==> src/rtl/core/qacs_pkg.sv <==
// Shared types and constants of the quote-aware comment stripper.
package qacs_pkg;

  localparam int CharW = 16;
  localparam int CfgIdxW = 3;
  localparam int CfgDataW = CharW;

  localparam logic [CharW-1:0] OpenCharRst = 16'd35;    // '#'
  localparam logic [CharW-1:0] CloseCharRst = 16'd10;   // newline
  localparam logic [CharW-1:0] QuoteCharRst = 16'd34;   // '"'
  localparam logic [CharW-1:0] ShieldCharRst = 16'd92;  // backslash
  localparam logic QuoteModeRst = 1'b1;

  typedef enum logic [CfgIdxW-1:0] {
    REG_OPEN   = 3'd0,
    REG_CLOSE  = 3'd1,
    REG_QUOTE  = 3'd2,
    REG_SHIELD = 3'd3,
    REG_QMODE  = 3'd4
  } cfg_reg_t;

  typedef struct packed {
    logic [CharW-1:0] open_char;
    logic [CharW-1:0] close_char;
    logic [CharW-1:0] quote_char;
    logic [CharW-1:0] shield_char;
    logic             quote_mode;
  } cfg_t;

  typedef struct packed {
    logic             emit;
    logic             keep;
    logic             last;
    logic [CharW-1:0] ch;
  } verdict_t;

endpackage

==> src/rtl/core/qacs_if.sv <==
// Stream channel interfaces: character input and filtered result output.
interface qacs_in_if;
  logic                         valid;
  logic                         ready;
  logic [qacs_pkg::CharW-1:0]   in_char;
  logic                         in_last;

  modport source (output valid, in_char, in_last, input ready);
  modport sink (input valid, in_char, in_last, output ready);
endinterface

interface qacs_out_if;
  logic                         valid;
  logic                         ready;
  logic [qacs_pkg::CharW-1:0]   out_char;
  logic                         out_valid;
  logic                         out_last;

  modport source (output valid, out_char, out_valid, out_last, input ready);
  modport sink (input valid, out_char, out_valid, out_last, output ready);
endinterface

==> src/rtl/core/quote_aware_comment_stripper_unit.sv <==
// Top level of the quote-aware comment stripper.
// Takes one 16-bit character per cycle and passes on the kept ones, dropping
// every run from the open character through the close character (both
// included); with quote mode set, quoted runs are protected. Throughput is one
// character per clock: the decision is one compare stage between the input
// register and the result register, and both registers advance together
// whenever the result register is empty or being taken. The result register
// loads from the input register. A dropped character gives no result unless
// it is the last of the stream, which always gives one result with out_last
// set (out_valid low, out_char zero when that character was dropped); the
// tracking state then returns to idle. Registers: 0 open, 1 close, 2 quote,
// 3 shield, 4 quote mode; write them only while the block is idle.
module quote_aware_comment_stripper_unit (
  input  logic                          clk,
  input  logic                          rst,
  input  logic                          cfg_we,
  input  logic [qacs_pkg::CfgIdxW-1:0]  cfg_index,
  input  logic [qacs_pkg::CfgDataW-1:0] cfg_data,
  qacs_in_if.sink                       in_ch,
  qacs_out_if.source                    out_ch
);
  import qacs_pkg::*;

  cfg_t             cfg;
  logic             s1_valid;
  logic [CharW-1:0] s1_char;
  logic             s1_last;
  logic             s1_fire;
  logic             out_free;
  verdict_t         verdict;
  logic             o_valid;
  logic [CharW-1:0] o_char;
  logic             o_flag;
  logic             o_last;

  always_ff @(posedge clk) begin
    if (rst) begin
      cfg.open_char   <= OpenCharRst;
      cfg.close_char  <= CloseCharRst;
      cfg.quote_char  <= QuoteCharRst;
      cfg.shield_char <= ShieldCharRst;
      cfg.quote_mode  <= QuoteModeRst;
    end else if (cfg_we) begin
      unique case (cfg_reg_t'(cfg_index))
        REG_OPEN:   cfg.open_char   <= cfg_data;
        REG_CLOSE:  cfg.close_char  <= cfg_data;
        REG_QUOTE:  cfg.quote_char  <= cfg_data;
        REG_SHIELD: cfg.shield_char <= cfg_data;
        REG_QMODE:  cfg.quote_mode  <= cfg_data[0];
        default: ;
      endcase
    end
  end

  assign out_free     = !o_valid || out_ch.ready;
  assign s1_fire      = s1_valid && out_free;
  assign in_ch.ready  = !s1_valid || out_free;

  always_ff @(posedge clk) begin
    if (rst) begin
      s1_valid <= 1'b0;
    end else if (in_ch.ready) begin
      s1_valid <= in_ch.valid;
    end
  end

  always_ff @(posedge clk) begin
    if (in_ch.valid && in_ch.ready) begin
      s1_char <= in_ch.in_char;
      s1_last <= in_ch.in_last;
    end
  end

  qacs_filter u_filter (
    .clk     (clk),
    .rst     (rst),
    .cfg     (cfg),
    .ch      (s1_char),
    .last    (s1_last),
    .advance (s1_fire),
    .verdict (verdict)
  );

  always_ff @(posedge clk) begin
    if (rst) begin
      o_valid <= 1'b0;
    end else if (s1_fire && verdict.emit) begin
      o_valid <= 1'b1;
    end else if (out_ch.ready) begin
      o_valid <= 1'b0;
    end
  end

  always_ff @(posedge clk) begin
    if (s1_fire && verdict.emit) begin
      o_char <= verdict.ch;
      o_flag <= verdict.keep;
      o_last <= verdict.last;
    end
  end

  assign out_ch.valid     = o_valid;
  assign out_ch.out_char  = o_char;
  assign out_ch.out_valid = o_flag;
  assign out_ch.out_last  = o_last;

  // an end-only marker is only ever produced for the last character
  a_marker_is_last: assert property (@(posedge clk) disable iff (rst)
    o_valid && !o_flag |-> o_last)
    else $error("end-only marker without last flag");

  a_marker_zero: assert property (@(posedge clk) disable iff (rst)
    o_valid && !o_flag |-> o_char == '0)
    else $error("dropped character leaked into result");

  a_stage_holds: assert property (@(posedge clk) disable iff (rst)
    s1_valid && !out_free |=> s1_valid && $stable(s1_char) && $stable(s1_last))
    else $error("input stage lost or changed a waiting transfer");

  a_result_holds: assert property (@(posedge clk) disable iff (rst)
    o_valid && !out_ch.ready |=> o_valid && $stable(o_char) && $stable(o_last))
    else $error("result register overwritten while stalled");

endmodule

==> src/rtl/core/qacs_filter.sv <==
// Section/quote tracking state and keep/drop decision for one character.
module qacs_filter (
  input  logic                       clk,
  input  logic                       rst,
  input  qacs_pkg::cfg_t             cfg,
  input  logic [qacs_pkg::CharW-1:0] ch,
  input  logic                       last,
  input  logic                       advance,
  output qacs_pkg::verdict_t         verdict
);
  import qacs_pkg::*;

  logic             in_section, in_section_next;
  logic             in_quote, in_quote_next;
  logic [CharW-1:0] prev_kept, prev_kept_next;
  logic             keep;

  always_comb begin
    keep            = 1'b1;
    in_section_next = in_section;
    in_quote_next   = 1'b0;
    if (cfg.quote_mode && in_quote) begin
      // a shielded quote stays inside the run
      in_quote_next = !(ch == cfg.quote_char && prev_kept != cfg.shield_char);
    end else if (in_section) begin
      keep            = 1'b0;
      in_section_next = (ch != cfg.close_char);
    end else if (cfg.quote_mode && ch == cfg.quote_char) begin
      in_quote_next = 1'b1;
    end else if (ch == cfg.open_char) begin
      keep            = 1'b0;
      in_section_next = 1'b1;
    end
    prev_kept_next = keep ? ch : prev_kept;
    if (last) begin
      in_section_next = 1'b0;
      in_quote_next   = 1'b0;
      prev_kept_next  = '0;
    end
  end

  always_ff @(posedge clk) begin
    if (rst) begin
      in_section <= 1'b0;
      in_quote   <= 1'b0;
      prev_kept  <= '0;
    end else if (advance) begin
      in_section <= in_section_next;
      in_quote   <= in_quote_next;
      prev_kept  <= prev_kept_next;
    end
  end

  assign verdict.emit = keep || last;
  assign verdict.keep = keep;
  assign verdict.last = last;
  assign verdict.ch   = keep ? ch : '0;

endmodule
==> src/flat_wrapper.sv <==
// flat-port wrapper written by rule: the top's interface ports become plain ports
module quote_aware_comment_stripper_unit_flat import qacs_pkg::*;
  (clk, rst, cfg_we, cfg_index, cfg_data, in_ch_valid, in_ch_in_char, in_ch_in_last, in_ch_ready, out_ch_valid, out_ch_out_char, out_ch_out_valid, out_ch_out_last, out_ch_ready);
  qacs_in_if in_ch_i ();
  qacs_out_if out_ch_i ();
  input  logic clk;
  input  logic rst;
  input  logic cfg_we;
  input  logic [qacs_pkg::CfgIdxW-1:0] cfg_index;
  input  logic [qacs_pkg::CfgDataW-1:0] cfg_data;
  input wire logic [$bits(in_ch_i.valid)-1:0] in_ch_valid;
  input wire logic [$bits(in_ch_i.in_char)-1:0] in_ch_in_char;
  input wire logic [$bits(in_ch_i.in_last)-1:0] in_ch_in_last;
  output wire logic [$bits(in_ch_i.ready)-1:0] in_ch_ready;
  output wire logic [$bits(out_ch_i.valid)-1:0] out_ch_valid;
  output wire logic [$bits(out_ch_i.out_char)-1:0] out_ch_out_char;
  output wire logic [$bits(out_ch_i.out_valid)-1:0] out_ch_out_valid;
  output wire logic [$bits(out_ch_i.out_last)-1:0] out_ch_out_last;
  input wire logic [$bits(out_ch_i.ready)-1:0] out_ch_ready;
  assign in_ch_i.valid = in_ch_valid;
  assign in_ch_i.in_char = in_ch_in_char;
  assign in_ch_i.in_last = in_ch_in_last;
  assign in_ch_ready = in_ch_i.ready;
  assign out_ch_valid = out_ch_i.valid;
  assign out_ch_out_char = out_ch_i.out_char;
  assign out_ch_out_valid = out_ch_i.out_valid;
  assign out_ch_out_last = out_ch_i.out_last;
  assign out_ch_i.ready = out_ch_ready;
  quote_aware_comment_stripper_unit u_core (.clk(clk), .rst(rst), .cfg_we(cfg_we), .cfg_index(cfg_index), .cfg_data(cfg_data), .in_ch(in_ch_i), .out_ch(out_ch_i));
endmodule
==> config.mk <==
export PLATFORM = sky130hd
export DESIGN_NAME = quote_aware_comment_stripper_unit_flat
export DESIGN_NICKNAME = d
export VERILOG_FILES = /design/src/rtl/core/qacs_pkg.sv /design/src/rtl/core/qacs_if.sv /design/src/rtl/core/quote_aware_comment_stripper_unit.sv /design/src/rtl/core/qacs_filter.sv /design/src/flat_wrapper.sv
export SDC_FILE = /design/constraint.sdc
export NUM_CORES = 1
export LEC_CHECK = 0
export ABC_CLOCK_PERIOD_IN_PS = 1900
export BUFFER_PORTS_ARGS = -buffer_cell sky130_fd_sc_hd__buf_2
export CAP_MARGIN = 15
export CORE_MARGIN = 1
export CORE_UTILIZATION = 40
export CTS_CLUSTER_DIAMETER = 80
export DETAILED_ROUTE_END_ITERATION = 7
export PLACE_DENSITY = 0.61
export SYNTH_ARGS = -nofsm -noshare
export SYNTH_HDL_FRONTEND = slang
export SYNTH_SLANG_ARGS = --single-unit
==> constraint.sdc <==
create_clock -name clk -period 1.9 [get_ports clk]
set_input_delay 0.38 -clock clk [delete_from_list [all_inputs] [get_ports clk]]
set_output_delay 0.38 -clock clk [all_outputs]
set_load 0.02 [all_outputs]
==> results.py <==
metrics = {
    "status": {
        "outcome": "finished, violations left",
        "violations": "setup timing",
    },
    "setup_path": {
        "cp.arrival_ns": 2.46,
        "cp_max_fo": 25,
        "crit_slowest_cell": "edfxtp_1",
        "cp.required_ns": 2.21,
        "max_stage_delay_ns": 0.44,
        "setup.worst_path.class": "reg2reg",
        "crit_chain": "xor2_1 -> nor4_2 -> nand4_1 -> a211oi_4 -> a21oi_4 -> buf_12 -> o32ai_1",
        "critPathLaunchType": "flip-flop",
        "worstSetupEndpointType": "flip-flop",
    },
    "power_and_ir_drop": {
        "ir_drop_uv": 725,
        "p_per_area_nw_per_um2": 995,
        "p_leak_nw": 2.73,
    },
    "die": {
        "row_count": 41,
        "die_y_um": 116,
        "start_util_pct": 41.0,
        "core_um2": 12600,
        "die_x_um": 116,
        "dieArea_um2": 13300,
        "top_level_ports": 61,
    },
    "clocking": {
        "cts-root-buf": "clkbuf_16",
        "worstSkewPairLatency_ns": 0.41,
        "cts_buffers": 17,
        "cts_sinks": 120,
        "cts_buffer_depth": 2,
        "hold_buffers": 0,
        "cts_tree": "done",
        "cts.htree.levels": 4,
        "cts.reportedPaths.clkPinSlew_ns": 0.06,
    },
    "logic_synthesis": {
        "synth_edf_count": 35,
        "seq_area_frac_synth_pct": 53.4,
        "yosys_warnings": 0,
        "synth_cell_types": 40,
        "synth_ff_type": "dfxtp_1",
        "yosysTopAreaCellShare_pct": 33.0,
        "syn_inst": 531,
        "synth_top_area_cell": "dfxtp_1",
        "synth_area_leaders": "dfxtp_1 33%, edfxtp_1 20%, nand2_1 9.9%",
        "syn_nets": 572,
        "synthesis.area_um2": 5160,
        "ys_ff_latch": 120,
        "postSynthAreaPerCell_um2": 9.71,
        "async_reset_ff_share_pct": 0,
    },
    "global_route": {
        "grt_overflow": 0,
        "first_global_vias": 4137,
        "grt_max_degree": 26,
        "grtUsageTotal_pct": 22.9,
        "grt_pass1_wl_mm": 22.1,
        "grt_antenna_before_repair": 0,
    },
    "route": {
        "ant_nets": 0,
        "wl_met2_mm": 7.27,
        "first_pass_iters": 4,
        "dr.first_iter.drc_count": 238,
        "vias_per_cell": 4.99,
        "routed.top_layer": "met4",
        "route.met3.wl_um": 720,
        "drc_errors": 0,
        "wl_mm": 14.3,
        "met1_length_mm": 5.96,
        "vias": 4146,
        "wl_per_cell_um": 17.2,
    },
    "layout": {
        "nFillCells": 1121,
        "multi_input_area_um2": 2300,
        "n_antenna_cell": 0,
        "drive_gt1_share_pct": 27.8,
        "areaGrowthSynthToFinish_pct": 32.8,
        "layout.nets": 687,
        "final_cell_mix": "136 x nand2_1, 85 x dfxtp_1, 60 x buf_2",
        "ff_latch_area_um2": 2750,
        "layout_commonest_cell": "nand2_1",
    },
    "timing": {
        "final_hold_viol_count": 0,
        "fin_worst_skew_ns": 0.00888,
        "slew_headroom_pct": 75.7,
        "fmax_mhz": 465,
        "holdWs_ns": 0.144,
        "rsz0062_at_grt": "true",
        "finalSetupViolCount": 53,
        "drv_slew": 0,
        "worst_slack_ns": -0.249,
        "post-route-min-period_ns": 2.15,
        "fin_setup_tns_ns": -10.62,
        "tightest_slew_ns": 0.362,
        "finalCritPeriodShare_pct": 113,
    },
    "placed_design": {
        "place.gp.congestion": 0.880,
        "portBuffers": 60,
        "hpwl_mm": 10.4,
    },
    "worst_hold_path": {
        "hold_path_class": "in2reg",
    },
    "run": {
        "maxCapViolations": 0,
    },
}
worst paths after layout:
| path | from | endpoint | slack, ns | cells after the start |
|---|---|---|---|---|
| setup / recovery | u_core.s1_char[15]$_DFFE_PP_ | u_core.u_filter.prev_kept[10]$_SDFFE_PP0P_ | -0.25 | 7 |
| hold / removal | in_ch_in_char[5] | u_core.s1_char[5]$_DFFE_PP_ | 0.14 | 1 |
| setup reg to reg | u_core.s1_char[15]$_DFFE_PP_ | u_core.u_filter.prev_kept[10]$_SDFFE_PP0P_ | -0.25 | 7 |
| hold reg to reg | u_core.cfg[1]$_SDFFE_PP0P_ | u_core.cfg[1]$_SDFFE_PP0P_ | 0.47 | 2 |
cells in the mapped netlist (2+ instances only):
library cell / count
inv_1: 20
xor2_1: 46
or2b_1: 3
nor2b_1: 2
xnor2_1: 18
nor4_1: 6
nor4_2: 4
buf_1: 2
edfxtp_1: 35
dfxtp_1: 85
nand2_1: 136
nand2b_1: 15
a21oi_1: 58
buf_6: 2
nor3_1: 2
nand3b_1: 12
nand3_1: 4
nand4_1: 7
clkbuf_1: 21
nor2_1: 3
o32ai_2: 8
and2_1: 17
o32ai_1: 8
report_power, final:
| group | total (W) | switching (W) | internal [W] |
|---|---|---|---|
| Sequential | 0.00279 | 0.0000641 | 0.00273 |
| Clock | 0.00345 | 0.00112 | 0.00233 |
| Combinational | 0.000571 | 0.000316 | 0.000255 |
state kept, by name (all words and copies together), names as in the netlist, 16 cells and up:
| name | flops |
|---|---|
| u_core.out_ch.out_char | 16 |
| u_core.u_filter.prev_kept | 16 |
| u_core.s1_char | 16 |
| u_core.cfg | 65 |
kinds of logic after synthesis:
group                     after synthesis  share of synthesized area (%)
AOI/OAI and AO/OA                      82                           10.9
and+or+nand+nor                       218                           20.9
muxes                                   1                          0.194
DFF                                   120                           53.4
buffers and inverters                  46                           3.66
xor gates and xnor gates               64                           10.9
final cells by class:
class	instances	share of cell area (%)
clock inverter	9	1.90
clock buffer	23	7.60
inverter	20	1.10
multi-input combinational	365	33.6
tap	172	3.14
timing repair buffer	122	12.4
sequential	120	40.2
worst max-delay path: cells and delay by family, from the launching register on:
family,cells,cell delay [ns]
AND/OR/NAND/NOR,2,0.55
buffers and inverters,1,0.19
XOR/XNOR,1,0.18
flip-flops,1,0.44
AO/OA/AOI/OAI,3,0.70
routing by layer:
| metal | vias up | global-route usage (%) |
|---|---|---|
| met5 | - | 0 |
| met1 | 1976 | 27.7 |
| met3 | 18 | 5.75 |
| met4 | 0 | 7.88 |
| li1 | 2018 | - |
| met2 | 134 | 39.6 |
metrics by stage:
stage	util, %	instances	area (um2)	setup WS, ns	power (W)
after global routing	54.5	831	6850	-0.337	0.00703
after CTS	53.5	821	6720	-0.181	0.00684
after global placement	47.9	787	6020	-0.223	0.00337
after floorplan	-	531	5160	-0.0985	0.00311
after detailed placement	47.9	787	6020	-0.295	0.00338
final	54.5	831	6850	-0.249	0.00681
what timing repair did:
| action | in CTS | in global routing |
|---|---|---|
| endpoints found under the setup margin | 52 | 54 |
| buffers inserted | 2 | 10 |
| resized for setup | 6 | 8 |
| pin swaps | 2 | 6 |
Note: power is estimated with default switching activity, not from simulation.
